### src/rtl/core/lcs_pkg.sv
// ----------------------------------------------------------------------------
// lcs_pkg: shared types, constants and helpers for the LED chase sequencer
// Effect codes, register indexes, timing constants and LED mask helpers.
// ----------------------------------------------------------------------------
package lcs_pkg;

  localparam int NUM_LEDS   = 16;
  localparam int IDX_W      = $clog2(NUM_LEDS);
  localparam int POS_W      = $clog2(NUM_LEDS + 1);
  localparam int CNT_W      = 5;
  localparam int MODE_W     = 4;
  localparam int BLINK_W    = 8;
  localparam int PHASE_W    = 2;
  localparam int TIMER_W    = 10;
  localparam int REG_IDX_W  = 1;
  localparam int CFG_DATA_W = 5;

  localparam logic [CNT_W-1:0] LED_COUNT_RST = CNT_W'(8);

  // Timing in 1 ms ticks
  localparam int RT_CYCLES = 1800;
  localparam int RT_OFF_US = 49;
  localparam logic [TIMER_W-1:0] STEP_MS       = TIMER_W'(100);
  localparam logic [TIMER_W-1:0] BLINK_OFF_MS  = TIMER_W'(300);
  localparam logic [TIMER_W-1:0] BLINK_ON_MS   = TIMER_W'(500);
  localparam logic [TIMER_W-1:0] FLASH_TAIL_MS = TIMER_W'(300);
  localparam logic [TIMER_W-1:0] RT_STEP_MS    =
    TIMER_W'((RT_CYCLES * (1 + RT_OFF_US)) / 1000);

  typedef enum logic [MODE_W-1:0] {
    MODE_ON_ALL     = 4'd0,
    MODE_OFF_ALL    = 4'd1,
    MODE_FILL_UP    = 4'd2,
    MODE_FILL_DOWN  = 4'd3,
    MODE_CLEAR_UP   = 4'd4,
    MODE_CLEAR_DOWN = 4'd5,
    MODE_BLINK      = 4'd6,
    MODE_FLASH_UP   = 4'd7,
    MODE_FLASH_DOWN = 4'd8,
    MODE_ROUND_TRIP = 4'd9,
    MODE_STACK_HIGH = 4'd10,
    MODE_STACK_LOW  = 4'd11
  } lcs_mode_e;

  typedef enum logic [REG_IDX_W-1:0] {
    REG_LED_COUNT  = 1'b0,
    REG_ACTIVE_LOW = 1'b1
  } lcs_reg_e;

  // Live configuration seen by the effect engine
  typedef struct packed {
    logic [POS_W-1:0]    n;
    logic [NUM_LEDS-1:0] use_mask;
    logic                active_low;
  } lcs_cfg_t;

  typedef struct packed {
    logic               start_req;
    logic [MODE_W-1:0]  mode;
    logic [BLINK_W-1:0] blink_count;
  } lcs_item_t;

  typedef struct packed {
    logic [NUM_LEDS-1:0] pin_levels;
    logic [NUM_LEDS-1:0] dim_mask;
    logic                busy_res;
    logic                done_res;
  } lcs_res_t;

  // One-hot of LED k, empty when k is off the bank
  function automatic logic [NUM_LEDS-1:0] bit_of(input logic [POS_W:0] k);
    logic [NUM_LEDS-1:0] m;
    m = '0;
    if (k < (POS_W+1)'(NUM_LEDS)) m[k[IDX_W-1:0]] = 1'b1;
    return m;
  endfunction

  // Lowest n LEDs
  function automatic logic [NUM_LEDS-1:0] all_of(input logic [POS_W-1:0] n);
    logic [NUM_LEDS-1:0] m;
    for (int i = 0; i < NUM_LEDS; i++) m[i] = (POS_W'(i) < n);
    return m;
  endfunction

  function automatic logic is_mirrored(input logic [MODE_W-1:0] eff);
    return (eff == MODE_FILL_DOWN) || (eff == MODE_CLEAR_DOWN) ||
           (eff == MODE_FLASH_DOWN) || (eff == MODE_STACK_LOW);
  endfunction

  // Step k of an effect, counted from the far end when mirrored
  function automatic logic [NUM_LEDS-1:0] led_at(input logic [POS_W-1:0] k,
                                                 input logic [POS_W-1:0] n,
                                                 input logic             mir);
    logic [NUM_LEDS-1:0] m;
    logic [POS_W-1:0]    idx;
    m   = '0;
    idx = mir ? (n - k - POS_W'(1)) : k;
    if (k < n) m = bit_of({1'b0, idx});
    return m;
  endfunction

endpackage

### src/rtl/core/lcs_req_if.sv
// ----------------------------------------------------------------------------
// lcs_req_if: request channel of the LED chase sequencer
// Start or tick requests with valid/ready handshake.
// ----------------------------------------------------------------------------
interface lcs_req_if;
  logic                         valid;
  logic                         ready;
  logic                         start_req;
  logic [lcs_pkg::MODE_W-1:0]   mode;
  logic [lcs_pkg::BLINK_W-1:0]  blink_count;

  modport source (output valid, start_req, mode, blink_count, input ready);
  modport sink   (input valid, start_req, mode, blink_count, output ready);
endinterface

### src/rtl/core/lcs_res_if.sv
// ----------------------------------------------------------------------------
// lcs_res_if: result channel of the LED chase sequencer
// Pin levels, dim flags and status with valid/ready handshake.
// ----------------------------------------------------------------------------
interface lcs_res_if;
  logic                          valid;
  logic                          ready;
  logic [lcs_pkg::NUM_LEDS-1:0]  pin_levels;
  logic [lcs_pkg::NUM_LEDS-1:0]  dim_mask;
  logic                          busy_res;
  logic                          done_res;

  modport source (output valid, pin_levels, dim_mask, busy_res, done_res,
                  input ready);
  modport sink   (input valid, pin_levels, dim_mask, busy_res, done_res,
                  output ready);
endinterface

### src/rtl/core/lcs_cfg_if.sv
// ----------------------------------------------------------------------------
// lcs_cfg_if: register write channel of the LED chase sequencer
// Register index and write data with valid/ready handshake.
// ----------------------------------------------------------------------------
interface lcs_cfg_if;
  logic                            valid;
  logic                            ready;
  logic [lcs_pkg::REG_IDX_W-1:0]   index;
  logic [lcs_pkg::CFG_DATA_W-1:0]  data;

  modport source (output valid, index, data, input ready);
  modport sink   (input valid, index, data, output ready);
endinterface

### src/rtl/core/lcs_cfg.sv
// ----------------------------------------------------------------------------
// lcs_cfg: configuration registers
// Holds led_count and active_low; derives the clamped LED count and use mask.
// ----------------------------------------------------------------------------
module lcs_cfg (
  input  logic                              clk_i,
  input  logic                              rst_ni,
  input  logic                              we_i,
  input  logic [lcs_pkg::REG_IDX_W-1:0]     idx_i,
  input  logic [lcs_pkg::CFG_DATA_W-1:0]    data_i,
  output lcs_pkg::lcs_cfg_t                 cfg_o
);

  logic [lcs_pkg::CNT_W-1:0] count_q, count_d;
  logic                      active_low_q, active_low_d;
  logic [lcs_pkg::POS_W-1:0] n_clamped;

  always_comb begin
    count_d      = count_q;
    active_low_d = active_low_q;
    if (we_i) begin
      case (idx_i)
        lcs_pkg::REG_LED_COUNT:  count_d      = data_i[lcs_pkg::CNT_W-1:0];
        lcs_pkg::REG_ACTIVE_LOW: active_low_d = data_i[0];
        default: ;
      endcase
    end
  end

  always_ff @(posedge clk_i or negedge rst_ni) begin
    if (!rst_ni) begin
      count_q      <= lcs_pkg::LED_COUNT_RST;
      active_low_q <= 1'b0;
    end else begin
      count_q      <= count_d;
      active_low_q <= active_low_d;
    end
  end

  // zero reads as one LED, oversize as the full bank
  always_comb begin
    if (count_q == '0) begin
      n_clamped = lcs_pkg::POS_W'(1);
    end else if (count_q > lcs_pkg::CNT_W'(lcs_pkg::NUM_LEDS)) begin
      n_clamped = lcs_pkg::POS_W'(lcs_pkg::NUM_LEDS);
    end else begin
      n_clamped = lcs_pkg::POS_W'(count_q);
    end
  end

  assign cfg_o.n          = n_clamped;
  assign cfg_o.use_mask   = lcs_pkg::all_of(n_clamped);
  assign cfg_o.active_low = active_low_q;

endmodule

### src/rtl/core/lcs_engine.sv
// ----------------------------------------------------------------------------
// lcs_engine: effect state and single-pass step logic
// Applies one start or tick request to the effect state and forms its result.
// ----------------------------------------------------------------------------
module lcs_engine (
  input  logic                clk_i,
  input  logic                rst_ni,
  input  logic                fire_i,
  input  lcs_pkg::lcs_item_t  item_i,
  input  lcs_pkg::lcs_cfg_t   cfg_i,
  output lcs_pkg::lcs_res_t   res_o
);

  logic [lcs_pkg::NUM_LEDS-1:0] mask_q, mask_d;
  logic [lcs_pkg::MODE_W-1:0]   effect_q, effect_d;
  logic [lcs_pkg::POS_W-1:0]    pos_q, pos_d;
  logic [lcs_pkg::POS_W-1:0]    pass_q, pass_d;
  logic [lcs_pkg::BLINK_W-1:0]  blinks_q, blinks_d;
  logic [lcs_pkg::PHASE_W-1:0]  phase_q, phase_d;
  logic [lcs_pkg::TIMER_W-1:0]  timer_q, timer_d;
  logic                         running_q, running_d;
  logic                         done;
  logic                         mir_start, mir_run;
  logic [lcs_pkg::POS_W-1:0]    last;
  logic [lcs_pkg::BLINK_W-1:0]  blinks_dec;
  logic [lcs_pkg::NUM_LEDS-1:0] lv, dim;

  // bright LED at p, its neighbours go dark
  function automatic logic [lcs_pkg::NUM_LEDS-1:0] rt_enter(
      input logic [lcs_pkg::NUM_LEDS-1:0] m,
      input logic [lcs_pkg::POS_W-1:0]    p);
    logic [lcs_pkg::NUM_LEDS-1:0] r;
    r = m;
    if (p != '0) r = r & ~lcs_pkg::bit_of({1'b0, p - lcs_pkg::POS_W'(1)});
    r = r & ~lcs_pkg::bit_of({1'b0, p} + (lcs_pkg::POS_W+1)'(1));
    r = r | lcs_pkg::bit_of({1'b0, p});
    return r;
  endfunction

  assign mir_start = lcs_pkg::is_mirrored(item_i.mode);
  assign mir_run   = lcs_pkg::is_mirrored(effect_q);

  always_comb begin
    mask_d     = mask_q;
    effect_d   = effect_q;
    pos_d      = pos_q;
    pass_d     = pass_q;
    blinks_d   = blinks_q;
    phase_d    = phase_q;
    timer_d    = timer_q;
    running_d  = running_q;
    done       = 1'b0;
    last       = '0;
    blinks_dec = (blinks_q != '0) ? blinks_q - lcs_pkg::BLINK_W'(1) : '0;

    if (fire_i) begin
      if (item_i.start_req) begin
        // start is dropped while an effect runs
        if (!running_q) begin
          effect_d = item_i.mode;
          pos_d    = '0;
          pass_d   = '0;
          phase_d  = '0;
          timer_d  = lcs_pkg::STEP_MS;
          case (item_i.mode)
            lcs_pkg::MODE_ON_ALL: begin
              mask_d = mask_q | cfg_i.use_mask;
              done   = 1'b1;
            end
            lcs_pkg::MODE_OFF_ALL: begin
              mask_d = mask_q & ~cfg_i.use_mask;
              done   = 1'b1;
            end
            lcs_pkg::MODE_FILL_UP, lcs_pkg::MODE_FILL_DOWN,
            lcs_pkg::MODE_FLASH_UP, lcs_pkg::MODE_FLASH_DOWN,
            lcs_pkg::MODE_STACK_HIGH, lcs_pkg::MODE_STACK_LOW: begin
              mask_d = mask_q | lcs_pkg::led_at('0, cfg_i.n, mir_start);
            end
            lcs_pkg::MODE_CLEAR_UP, lcs_pkg::MODE_CLEAR_DOWN: begin
              mask_d = mask_q & ~lcs_pkg::led_at('0, cfg_i.n, mir_start);
            end
            lcs_pkg::MODE_BLINK: begin
              if (item_i.blink_count == '0) begin
                done = 1'b1;
              end else begin
                blinks_d = item_i.blink_count;
                mask_d   = mask_q & ~cfg_i.use_mask;
                timer_d  = lcs_pkg::BLINK_OFF_MS;
              end
            end
            lcs_pkg::MODE_ROUND_TRIP: begin
              if (cfg_i.n < lcs_pkg::POS_W'(3)) begin
                done = 1'b1;
              end else begin
                pos_d   = lcs_pkg::POS_W'(1);
                mask_d  = rt_enter(mask_q, lcs_pkg::POS_W'(1));
                timer_d = lcs_pkg::RT_STEP_MS;
              end
            end
            default: done = 1'b1;
          endcase
          running_d = !done;
        end
      end else if (running_q) begin
        if (timer_q > lcs_pkg::TIMER_W'(1)) begin
          timer_d = timer_q - lcs_pkg::TIMER_W'(1);
        end else begin
          // step timer ran out
          case (effect_q)
            lcs_pkg::MODE_FILL_UP, lcs_pkg::MODE_FILL_DOWN,
            lcs_pkg::MODE_CLEAR_UP, lcs_pkg::MODE_CLEAR_DOWN: begin
              pos_d = pos_q + lcs_pkg::POS_W'(1);
              if (pos_d >= cfg_i.n) begin
                done = 1'b1;
              end else begin
                if (effect_q <= lcs_pkg::MODE_FILL_DOWN) begin
                  mask_d = mask_q | lcs_pkg::led_at(pos_d, cfg_i.n, mir_run);
                end else begin
                  mask_d = mask_q & ~lcs_pkg::led_at(pos_d, cfg_i.n, mir_run);
                end
                timer_d = lcs_pkg::STEP_MS;
              end
            end
            lcs_pkg::MODE_BLINK: begin
              if (phase_q == '0) begin
                mask_d  = mask_q | cfg_i.use_mask;
                phase_d = lcs_pkg::PHASE_W'(1);
                timer_d = lcs_pkg::BLINK_ON_MS;
              end else begin
                blinks_d = blinks_dec;
                if (blinks_dec == '0) begin
                  done = 1'b1;
                end else begin
                  mask_d  = mask_q & ~cfg_i.use_mask;
                  phase_d = '0;
                  timer_d = lcs_pkg::BLINK_OFF_MS;
                end
              end
            end
            lcs_pkg::MODE_FLASH_UP, lcs_pkg::MODE_FLASH_DOWN: begin
              if (phase_q != '0) begin
                done = 1'b1;
              end else begin
                mask_d = mask_q & ~lcs_pkg::led_at(pos_q, cfg_i.n, mir_run);
                pos_d  = pos_q + lcs_pkg::POS_W'(1);
                if (pos_d < cfg_i.n) begin
                  mask_d  = mask_d | lcs_pkg::led_at(pos_d, cfg_i.n, mir_run);
                  timer_d = lcs_pkg::STEP_MS;
                end else begin
                  // dark tail before the flash ends
                  phase_d = lcs_pkg::PHASE_W'(1);
                  timer_d = lcs_pkg::FLASH_TAIL_MS;
                end
              end
            end
            lcs_pkg::MODE_ROUND_TRIP: begin
              mask_d = mask_q & ~lcs_pkg::bit_of({1'b0, pos_q});
              if (pass_q == '0) begin
                if (({1'b0, pos_q} + (lcs_pkg::POS_W+1)'(2)) < {1'b0, cfg_i.n}) begin
                  pos_d = pos_q + lcs_pkg::POS_W'(1);
                end else begin
                  pass_d = lcs_pkg::POS_W'(1);
                end
                mask_d  = rt_enter(mask_d, pos_d);
                timer_d = lcs_pkg::RT_STEP_MS;
              end else if (pos_q <= lcs_pkg::POS_W'(1)) begin
                done = 1'b1;
              end else begin
                pos_d   = pos_q - lcs_pkg::POS_W'(1);
                mask_d  = rt_enter(mask_d, pos_d);
                timer_d = lcs_pkg::RT_STEP_MS;
              end
            end
            lcs_pkg::MODE_STACK_HIGH, lcs_pkg::MODE_STACK_LOW: begin
              if (pass_q >= cfg_i.n) begin
                done = 1'b1;
              end else begin
                last   = cfg_i.n - lcs_pkg::POS_W'(1) - pass_q;
                mask_d = mask_q & ~lcs_pkg::led_at(pos_q, cfg_i.n, mir_run);
                if (pos_q >= last) begin
                  // runner lands on top of the stack
                  mask_d = mask_d | lcs_pkg::led_at(last, cfg_i.n, mir_run);
                  pass_d = pass_q + lcs_pkg::POS_W'(1);
                  if (pass_d >= cfg_i.n) done = 1'b1;
                  else pos_d = '0;
                end else begin
                  pos_d = pos_q + lcs_pkg::POS_W'(1);
                end
                if (!done) begin
                  mask_d  = mask_d | lcs_pkg::led_at(pos_d, cfg_i.n, mir_run);
                  timer_d = lcs_pkg::STEP_MS;
                end
              end
            end
            default: done = 1'b1;
          endcase
        end
      end
      if (done) running_d = 1'b0;
    end
  end

  always_ff @(posedge clk_i or negedge rst_ni) begin
    if (!rst_ni) begin
      mask_q    <= '0;
      effect_q  <= '0;
      pos_q     <= '0;
      pass_q    <= '0;
      blinks_q  <= '0;
      phase_q   <= '0;
      timer_q   <= '0;
      running_q <= 1'b0;
    end else begin
      mask_q    <= mask_d;
      effect_q  <= effect_d;
      pos_q     <= pos_d;
      pass_q    <= pass_d;
      blinks_q  <= blinks_d;
      phase_q   <= phase_d;
      timer_q   <= timer_d;
      running_q <= running_d;
    end
  end

  // result reflects the state after this request
  always_comb begin
    lv = mask_d & cfg_i.use_mask;
    if (cfg_i.active_low) lv = lv ^ cfg_i.use_mask;
    dim = '0;
    if (running_d && (effect_d == lcs_pkg::MODE_ROUND_TRIP)) begin
      if (pos_d != '0) dim = lcs_pkg::bit_of({1'b0, pos_d - lcs_pkg::POS_W'(1)});
      dim = dim | lcs_pkg::bit_of({1'b0, pos_d} + (lcs_pkg::POS_W+1)'(1));
      dim = dim & cfg_i.use_mask;
    end
  end

  assign res_o.pin_levels = lv;
  assign res_o.dim_mask   = dim;
  assign res_o.busy_res   = running_d;
  assign res_o.done_res   = done;

  a_run_timer: assert property (@(posedge clk_i) disable iff (!rst_ni)
    running_q |-> (timer_q != '0))
    else $error("running effect with empty step timer");

  a_done_idle: assert property (@(posedge clk_i) disable iff (!rst_ni)
    (fire_i && res_o.done_res) |-> !res_o.busy_res)
    else $error("finished effect still reported busy");

  a_dim_busy: assert property (@(posedge clk_i) disable iff (!rst_ni)
    (fire_i && (res_o.dim_mask != '0)) |-> res_o.busy_res)
    else $error("dim flags while idle");

  a_idle_tick: assert property (@(posedge clk_i) disable iff (!rst_ni)
    (fire_i && !item_i.start_req && !running_q) |=>
      ($stable(mask_q) && $stable(pos_q) && !running_q))
    else $error("idle tick changed effect state");

endmodule

### src/rtl/core/lcs_out_buf.sv
// ----------------------------------------------------------------------------
// lcs_out_buf: two-entry result buffer
// Result register plus skid entry; takes a result while the one ahead stalls.
// ----------------------------------------------------------------------------
module lcs_out_buf (
  input  logic               clk_i,
  input  logic               rst_ni,
  input  logic               push_i,
  input  lcs_pkg::lcs_res_t  data_i,
  output logic               ready_o,
  output logic               valid_o,
  input  logic               pop_ready_i,
  output lcs_pkg::lcs_res_t  data_o
);

  logic              main_v_q, main_v_d;
  logic              skid_v_q, skid_v_d;
  lcs_pkg::lcs_res_t main_q, main_d;
  lcs_pkg::lcs_res_t skid_q, skid_d;
  logic              pop;

  assign pop     = main_v_q && pop_ready_i;
  assign ready_o = !skid_v_q;
  assign valid_o = main_v_q;
  assign data_o  = main_q;

  always_comb begin
    main_v_d = main_v_q;
    skid_v_d = skid_v_q;
    main_d   = main_q;
    skid_d   = skid_q;
    if (pop) begin
      if (skid_v_q) begin
        main_d   = skid_q;
        skid_v_d = 1'b0;
      end else begin
        main_v_d = 1'b0;
      end
    end
    if (push_i) begin
      if (!main_v_q || (pop && !skid_v_q)) begin
        main_d   = data_i;
        main_v_d = 1'b1;
      end else begin
        skid_d   = data_i;
        skid_v_d = 1'b1;
      end
    end
  end

  always_ff @(posedge clk_i or negedge rst_ni) begin
    if (!rst_ni) begin
      main_v_q <= 1'b0;
      skid_v_q <= 1'b0;
    end else begin
      main_v_q <= main_v_d;
      skid_v_q <= skid_v_d;
    end
  end

  always_ff @(posedge clk_i) begin
    main_q <= main_d;
    skid_q <= skid_d;
  end

  a_skid_order: assert property (@(posedge clk_i) disable iff (!rst_ni)
    skid_v_q |-> main_v_q)
    else $error("skid entry held without a result ahead of it");

endmodule

### src/rtl/core/led_chase_effect_sequencer.sv
// ----------------------------------------------------------------------------
// led_chase_effect_sequencer: timed LED effect sequencer
// Top level: configuration registers, effect engine and result buffer.
// ----------------------------------------------------------------------------
// Usage:
//  - req_i carries requests. start_req=1 starts the effect in mode (taken only
//    when idle, otherwise ignored); start_req=0 is one 1 ms tick that advances
//    the running effect. blink_count sets the number of blinks for blink mode.
//  - res_o returns exactly one result per request: pin levels after polarity,
//    the round-trip dim mask (neighbours of the bright LED, run at 1/50 duty
//    by the pin driver), busy and done flags.
//  - cfg_i writes led_count (index 0) and active_low (index 1); always ready.
//    Write only while idle. led_count is clamped to 1..NUM_LEDS and read live.
//  - Output: the result is registered in the result buffer and reaches res_o
//    once the results ahead of it are taken. Throughput: one request per
//    cycle while the buffer has room; each request is one pass of the step
//    logic between the effect state and the result register.
//  - Stall: a two-entry result buffer sits on the output. req_i.ready stays
//    high while a result waits, and drops only when both entries are full.
//  - Reset: all LEDs off, no effect running, led_count 8, active_high pins,
//    result buffer empty.
// ----------------------------------------------------------------------------
module led_chase_effect_sequencer (
  input  logic      clk_i,
  input  logic      rst_ni,
  lcs_req_if.sink   req_i,
  lcs_res_if.source res_o,
  lcs_cfg_if.sink   cfg_i
);

  lcs_pkg::lcs_cfg_t  cfg;
  lcs_pkg::lcs_item_t item;
  lcs_pkg::lcs_res_t  step_res;
  lcs_pkg::lcs_res_t  out_res;
  logic               cfg_we;
  logic               fire;
  logic               buf_ready;
  logic               buf_valid;

  // register writes are always taken
  assign cfg_i.ready = 1'b1;
  assign cfg_we      = cfg_i.valid && cfg_i.ready;

  lcs_cfg u_cfg (
    .clk_i  (clk_i),
    .rst_ni (rst_ni),
    .we_i   (cfg_we),
    .idx_i  (cfg_i.index),
    .data_i (cfg_i.data),
    .cfg_o  (cfg)
  );

  // request handshake: buffer room decides
  assign req_i.ready = buf_ready;
  assign fire        = req_i.valid && req_i.ready;

  assign item.start_req   = req_i.start_req;
  assign item.mode        = req_i.mode;
  assign item.blink_count = req_i.blink_count;

  lcs_engine u_engine (
    .clk_i  (clk_i),
    .rst_ni (rst_ni),
    .fire_i (fire),
    .item_i (item),
    .cfg_i  (cfg),
    .res_o  (step_res)
  );

  lcs_out_buf u_out_buf (
    .clk_i       (clk_i),
    .rst_ni      (rst_ni),
    .push_i      (fire),
    .data_i      (step_res),
    .ready_o     (buf_ready),
    .valid_o     (buf_valid),
    .pop_ready_i (res_o.ready),
    .data_o      (out_res)
  );

  assign res_o.valid      = buf_valid;
  assign res_o.pin_levels = out_res.pin_levels;
  assign res_o.dim_mask   = out_res.dim_mask;
  assign res_o.busy_res   = out_res.busy_res;
  assign res_o.done_res   = out_res.done_res;

endmodule
### src/flat_wrapper.sv
// flat-port wrapper written by rule: the top's interface ports become plain ports
module led_chase_effect_sequencer_flat 
  (clk_i, rst_ni, req_i_valid, req_i_start_req, req_i_mode, req_i_blink_count, req_i_ready, res_o_valid, res_o_pin_levels, res_o_dim_mask, res_o_busy_res, res_o_done_res, res_o_ready, cfg_i_valid, cfg_i_index, cfg_i_data, cfg_i_ready);
  lcs_req_if req_i_i ();
  lcs_res_if res_o_i ();
  lcs_cfg_if cfg_i_i ();
  input  logic clk_i;
  input  logic rst_ni;
  input wire logic [$bits(req_i_i.valid)-1:0] req_i_valid;
  input wire logic [$bits(req_i_i.start_req)-1:0] req_i_start_req;
  input wire logic [$bits(req_i_i.mode)-1:0] req_i_mode;
  input wire logic [$bits(req_i_i.blink_count)-1:0] req_i_blink_count;
  output wire logic [$bits(req_i_i.ready)-1:0] req_i_ready;
  output wire logic [$bits(res_o_i.valid)-1:0] res_o_valid;
  output wire logic [$bits(res_o_i.pin_levels)-1:0] res_o_pin_levels;
  output wire logic [$bits(res_o_i.dim_mask)-1:0] res_o_dim_mask;
  output wire logic [$bits(res_o_i.busy_res)-1:0] res_o_busy_res;
  output wire logic [$bits(res_o_i.done_res)-1:0] res_o_done_res;
  input wire logic [$bits(res_o_i.ready)-1:0] res_o_ready;
  input wire logic [$bits(cfg_i_i.valid)-1:0] cfg_i_valid;
  input wire logic [$bits(cfg_i_i.index)-1:0] cfg_i_index;
  input wire logic [$bits(cfg_i_i.data)-1:0] cfg_i_data;
  output wire logic [$bits(cfg_i_i.ready)-1:0] cfg_i_ready;
  assign req_i_i.valid = req_i_valid;
  assign req_i_i.start_req = req_i_start_req;
  assign req_i_i.mode = req_i_mode;
  assign req_i_i.blink_count = req_i_blink_count;
  assign req_i_ready = req_i_i.ready;
  assign res_o_valid = res_o_i.valid;
  assign res_o_pin_levels = res_o_i.pin_levels;
  assign res_o_dim_mask = res_o_i.dim_mask;
  assign res_o_busy_res = res_o_i.busy_res;
  assign res_o_done_res = res_o_i.done_res;
  assign res_o_i.ready = res_o_ready;
  assign cfg_i_i.valid = cfg_i_valid;
  assign cfg_i_i.index = cfg_i_index;
  assign cfg_i_i.data = cfg_i_data;
  assign cfg_i_ready = cfg_i_i.ready;
  led_chase_effect_sequencer u_core (.clk_i(clk_i), .rst_ni(rst_ni), .req_i(req_i_i), .res_o(res_o_i), .cfg_i(cfg_i_i));
endmodule
### config.mk
export PLATFORM = sky130hd
export DESIGN_NAME = led_chase_effect_sequencer_flat
export DESIGN_NICKNAME = d
export VERILOG_FILES = /design/src/rtl/core/lcs_pkg.sv /design/src/rtl/core/lcs_req_if.sv /design/src/rtl/core/lcs_res_if.sv /design/src/rtl/core/lcs_cfg_if.sv /design/src/rtl/core/lcs_cfg.sv /design/src/rtl/core/lcs_engine.sv /design/src/rtl/core/lcs_out_buf.sv /design/src/rtl/core/led_chase_effect_sequencer.sv /design/src/flat_wrapper.sv
export SDC_FILE = /design/constraint.sdc
export NUM_CORES = 1
export LEC_CHECK = 0
export ABC_CLOCK_PERIOD_IN_PS = 10890
export BUFFER_PORTS_ARGS = -buffer_cell sky130_fd_sc_hd__buf_2
export CAP_MARGIN = 15
export CELL_PAD_IN_SITES_DETAIL_PLACEMENT = 0
export CELL_PAD_IN_SITES_GLOBAL_PLACEMENT = 2
export CORE_ASPECT_RATIO = 1.5
export CORE_MARGIN = 2
export CORE_UTILIZATION = 38
export DETAILED_ROUTE_END_ITERATION = 7
export PLACE_DENSITY_LB_ADDON = 0.15
export SLEW_MARGIN = 20
export SYNTH_ARGS = -nofsm -noshare
export SYNTH_HDL_FRONTEND = slang
export SYNTH_SLANG_ARGS = --single-unit
### constraint.sdc
create_clock -name clk_i -period 10.89 [get_ports clk_i]
set_clock_uncertainty 0.15 [all_clocks]
set_input_delay 1.6335 -clock clk_i [delete_from_list [all_inputs] [get_ports clk_i]]
set_output_delay 1.6335 -clock clk_i [all_outputs]
set_load 0.02 [all_outputs]
After elaboration in Yosys (flattened, before gate mapping):

Cells that the tools add are included.
Widths: inputs -> output; s select.

* $add $sub $neg: 22
* $lt $le $gt $ge: 72
* equal/unequal tests: 39
* multiplexer cells: 327
* bitwise gates (word level): 39
* reductions and logical operators: 58

Operators with widths (count)
* $mux 16: 169
* $and 16x16->16: 14
* $mux 5: 39
* $not 16->16: 10
* $or 16x16->16: 9
* $mux 34: 4
* $mux 10: 12
* $pmux 16 s6: 1
* $pmux 16 s5: 1
* $mux 8: 9
* $lt 4x5->1 const B: 14
* $mux 1: 57
* $demux 1 s4: 14
* $ge 4x1->1 const B: 14
* $lt 5x5->1 const B: 11
* $pmux 10 s5: 1
* $sub 5x1->5 const B: 9
* $lt 4x5->1 const A: 8
* $eq 4x4->1 const B: 9
* $eq 4x3->1 const B: 8
* $sub 5x5->5: 5
* $ge 5x5->1: 4
* $lt 3x5->1 const A: 4
* $lt 5x5->1: 4
* other kinds (55): 127

* register bits after elaboration: 127
* output and inout port bits: 37
* logic and storage cells: 577

Longest topological paths before layout:

* depth after elaboration: 46
* mapped depth: 33
* gate-level depth less buffers: 30

By module:

A second synthesis with hierarchy kept.

* cells, all modules: 1981
* area, all modules: 14676.6 um^2

By module, submodules not included
* lcs_engine: instances 1, cells each 1693, area each 11518.5 um^2, seq. area each 1251.2 um^2
* lcs_out_buf: instances 1, cells each 235, area each 2702.6 um^2, seq. area each 1751.7 um^2
* lcs_cfg: instances 1, cells each 50, area each 437.9 um^2, seq. area each 151.4 um^2
* led_chase_effect_sequencer: instances 1, cells each 3, area each 17.5 um^2, seq. area each 0.0 um^2

Least setup slack after synthesis:

Ideal clock, no wire load.

* kind: flip-flop to flip-flop
* start point: register u_core.u_cfg.count_q[2] in the netlist's numbering
* end point: register u_core.u_out_buf.skid_q[22] in the netlist's numbering (data pin)
* setup time: 0.267 ns
* data arrival time: 7.093 ns
* slack: 3.380 ns
* cell stages (with the launch flop): 33
* clock period less this slack: 7.510 ns
* cells stage by stage: dfrtp_1 buf_6 or3_1 a21oi_1 inv_1 ha_1 buf_1 xnor2_1 ha_1 nand2_1 o21ai_0 xor2_1 inv_1 ha_1 a2111oi_0 nor2_1 a31oi_1 buf_2 o21ai_1 and2_1 ha_1 clkbuf_1 nand3_1 nand2_1 o211ai_1 a221o_1 a2111oi_2 nand2_1 a211oi_2 or4b_1 a21oi_2 xnor2_1 nor2_1

RTL lines
* start: declaration: RTL line lcs_cfg.sv:14 `logic [lcs_pkg::CNT_W-1:0] count_q, count_d;`
* start signal: assignment: RTL line lcs_cfg.sv:32 `count_q <= lcs_pkg::LED_COUNT_RST;`
* start signal: assignment: RTL line lcs_cfg.sv:35 `count_q <= count_d;`
* end signal: assignment: RTL line lcs_out_buf.sv:63 `skid_q <= skid_d;`
* end: declaration: RTL line lcs_out_buf.sv:19 `lcs_pkg::lcs_res_t skid_q, skid_d;`

==> results.txt <==
- Worst Hold Margin: 371 ps
- After detailed routing, the number of remaining DRC violations is 0.
* Logic gate share of total power: about 73%
- For this run, the leading register cell type out of synthesis is sky130_fd_sc_hd__dfrtp_1.
- Sw Ratio: roughly 61%
- Internal power comes to approximately 2.2 mW.
* Arrival time at the worst endpoint: between 9000 and 10,000 ps
* Yosys cell types: 107
- Clock buffers created by TritonCTS: 17
* Drt pass-1 iters: 6
- Dominant cell by count in the synthesized netlist: sky130_fd_sc_hd__nand2_1
- Cell types with the largest area share after synthesis: sky130_fd_sc_hd__dfrtp_1, sky130_fd_sc_hd__edfxtp_1, sky130_fd_sc_hd__ha_1
* Start point of the worst hold path: u_core.u_out_buf.skid_q[1]
* Number of standard cells after synthesis: slightly below 2,000
- Summing the sequential cell areas from Yosys gives 21.9% of the chip area.
* Depth of the CTS H-tree: 4
* Endpoint kind of the worst setup timing path: flip-flop
- Counting along the longest clock path gives a buffer depth of 2.
- The Yosys step of the flow raised 0 warnings.
- Summed over all nets, the half-perimeter wirelength after detailed placement is 61,900 um.
- 0 antenna diodes ended up in the layout.
- Once detail routing completed, the nets flagged for antenna violations numbered 0.
- # placed instances: ~2,400
* Startpoint type of the worst setup path: flip-flop
- Core Area: about 38,000 um2
- Average wire per standard cell: between 30 and 40 um
- Iteration-0 DRC Markers: ~1,500
* Number of placement rows: slightly below 90
* Total Die Area: 39,600 um2
- Final Hold Vio Count: 0
* Routability-driven placement congestion ratio: 1.06
* FFs w/ async S/R, synth: ~46%
- In this run the static leakage power is between 6 and 7 nW.
- Areal power density over the cells: 358 nW/um2
- The biggest area contributor in the post-synthesis netlist is sky130_fd_sc_hd__dfrtp_1.
- Switching power: around 3.5 mW
* Largest net degree at the start of global routing: just under 60
* Total wirelength of the detailed-routed design: around 80,000 um
- Number of synthesized flops with an enable pin: 34
- Cell at the root of the clock tree: sky130_fd_sc_hd__clkbuf_16
* Worst R2R Path Depth: 30
- Buffers inserted during post-CTS setup optimization: 0
- The via count of the first global-routing pass is around 16,000.
- Final WS setup: between 1000 and 1500 ps
- The clock drives between 100 and 150 sinks.
- Per report_power, the sequential group accounts for between 10% and 20% of the total.
* VDD IR max: roughly 0.27 mV
- Pin placement for this block handled slightly above 60 I/O pins.
- Minimum setup slack among reg-to-reg paths: roughly 1200 ps
* Core utilization of the finished layout: a little over two fifths
* Worst slack at placement: between 1000 and 1500 ps
* Via density per instance: a little under 7
- For the finished layout, the period the worst path requires is 9680 ps.
- Horizontal die dimension: between 150 and 200 um
- Terminating pin of the worst hold path: u_core.u_out_buf.data_o[1]
* Critical path start-end classification: reg -> reg
* Worst hold stages: 2
- Cts hold-fix bufs: 0
- Clock-pin slew was measured on the worst setup and hold paths at around 60 ps.
- TritonCTS built the clock tree.
- Post-layout net count: 2,035
- After the flow finishes, the layout carries non-filler instances totaling between 2,000 and 2,500.
- Clock latency on the worst-skew pair: approximately 440 ps
- The worst path uses 88.9% of the clock period.
* Number of nets produced by synthesis: 2,031
- For this design, the slowest cell found on the critical path is sky130_fd_sc_hd__a31oi_1.
- Share of Yosys cell area claimed by the top area cell type: 9.89%
- For this block, the via count after detailed routing is ~17,000.
* Fmax: around 0.10 GHz
- Post-synthesis to final-layout area growth: 10.6%
* First-pass GRT wire length: between 100,000 and 150,000 um
* Final slew viol count: 0
* Post-synthesis sequential element count: 126
* Antenna violations before repair: 1
- Setup repair after global routing left no endpoint under its margin.
* Average cell area after synthesis: about 7.5 um2
- Once the floorplan was initialized, standard cells occupied approximately two fifths of the core.
* Biggest cell delay along the critical path: roughly 840 ps
* I/O Buffers: 59
- In the final layout, the share of cells above drive strength 1 is 12.1%.
- Along the worst path, the maximum fanout reaches 29.
- Number of gates resized after cts: 0
- For this run the aggregate overflow at the end of global routing stands at 0.
- For the pin with the worst max-slew slack, the measured transition is 1250 ps.
- The worst register-to-register path begins at u_core.u_cfg.count_q[4].
* Run status: complete, no violations
- The filler cells instantiated in the layout total slightly below 4,000.
* Synthesized cell area: 14,400 um2
- Setup violations remaining at the end of the flow were counted as 0.
- Data on the critical path is required at its endpoint by around 11,000 ps.
- Max-cap violations in this run came to 0.
- In this run the vertical extent of the chip is approximately 240 um.
- Global-route usage over all layers: between 30% and 40%
- Endpoint of the most critical register-to-register path: u_core.u_out_buf.skid_q[22]
- Rel. slew slack: approximately 17%
- After synthesis, the most frequently instantiated cells are sky130_fd_sc_hd__nand2_1, sky130_fd_sc_hd__nor2_1, sky130_fd_sc_hd__o21ai_0.
* Power share of the clock group: ~11%
- The path class of the tightest hold or removal check is reg -> reg.
- Setup Total Neg Slack: 0 ps
-- final cells by class --
| type | count | area, um2 | area share (%) |
|---|---|---|---|
| clock buffer | 17 | 425 | 2.67 |
| tap | 489 | 612 | 3.83 |
| inverter | 65 | 244 | 1.53 |
| timing repair buffer | 113 | 701 | 4.39 |
| sequential | 126 | 3150 | 19.8 |
| multi-input combinational | 1608 | 10600 | 66.5 |
| clock inverter | 15 | 204 | 1.28 |
-- cells by family (layout without fill, tap and decap cells) --
group / count (synthesis) / count (layout) / share of synthesized area [%]
AOI/OAI and AO/OA: 719 / 719 / 34.0
xor gates and xnor gates: 52 / 52 / 3.16
adders and majority gates: 81 / 81 / 7.32
buffers and inverters: 193 / 210 / 5.19
DFF: 126 / 126 / 21.9
muxes: 57 / 57 / 4.21
other: 1 / 1 / 0.0260
and+or+nand+nor: 698 / 698 / 24.2
-- worst max-delay path by stage --
| stage | startpoint | end | slack (ps) | depth (start not counted) |
|---|---|---|---|---|
| 4_1_cts | u_core.u_cfg.count_q[4] | u_core.u_out_buf.skid_q[22] | 1410 | 30 |
| 5_1_grt | u_core.u_cfg.count_q[4] | u_core.u_out_buf.skid_q[22] | 760 | 30 |
| 2_1_floorplan | u_core.u_cfg.count_q[2] | u_core.u_out_buf.skid_q[22] | 3380 | 32 |
| 3_3_place_gp | u_core.u_cfg.count_q[4] | u_core.u_out_buf.skid_q[22] | 1670 | 30 |
| 6_report | u_core.u_cfg.count_q[4] | u_core.u_out_buf.skid_q[22] | 1210 | 30 |
| 3_5_place_dp | u_core.u_cfg.count_q[4] | u_core.u_out_buf.skid_q[22] | 1410 | 30 |
-- layer usage --
layer / share of wire, % / track usage [%] / wire, um
met2: 48 / 66.3 / 37800
met1: 35 / 43.4 / 28000
met3: 6.8 / 6.56 / 5440
met4: 10 / 33.7 / 8090
met5: 0.013 / 0 / 10
-- registers in the layout (all words and copies together), names as in the netlist --
name,cells
u_core.u_engine.timer_q,10
u_core.u_engine.phase_q,1
u_core.u_out_buf.valid_o,1
u_core.u_engine.running_q,1
u_core.u_cfg.count_q,5
u_core.u_engine.pass_q,5
u_core.u_engine.effect_q,4
u_core.u_out_buf.skid_q,34
u_core.u_engine.mask_q,16
u_core.u_out_buf.data_o,34
u_core.u_engine.blinks_q,8
u_core.u_cfg.active_low_q,1
u_core.u_engine.pos_q,5
u_core.u_out_buf.skid_v_q,1
-- critical path, delay by kind of cell (launching register included) --
family	cells	cell delay [ps]
AO/OA/AOI/OAI	8	3110
AND/OR/NAND/NOR	10	2430
adder cells (fa/ha/maj)	5	1740
XOR/XNOR	3	820
buffers and inverters	4	760
flip-flops	1	350
-- power groups by stage --
stage / clock [mW] / combinational [mW] / sequential (mW)
floorplan: 0 / 2.50 / 0.830
global placement: 0 / 4.03 / 0.907
detailed placement: 0 / 4.01 / 0.909
CTS: 0.631 / 4.02 / 0.903
global route: 0.650 / 4.37 / 0.932
finish: 0.626 / 4.17 / 0.919
-- cell usage in the layout (no fill, tap or decap), drive strengths merged, types with 29 or more instances in the layout --
| cell type | instances |
|---|---|
| a21oi | 142 |
| a31oi | 50 |
| buf | 113 |
| dfrtp | 57 |
| dfxtp | 34 |
| edfxtp | 34 |
| ha | 74 |
| inv | 67 |
| mux2 | 29 |
| nand2 | 189 |
| nand3 | 81 |
| nor2 | 164 |
| nor3 | 55 |
| nor4 | 33 |
| o21ai | 170 |
| xnor2 | 36 |
-- per-stage QoR --
step	cell area, um2	power, mW
3_5_place_dp	15300	4.92
6_report	16000	5.71
4_1_cts	16000	5.56
5_1_grt	16000	5.95
2_1_floorplan	14400	3.33
3_3_place_gp	15300	4.93
No activity file was read; power rests on OpenSTA's default activity.
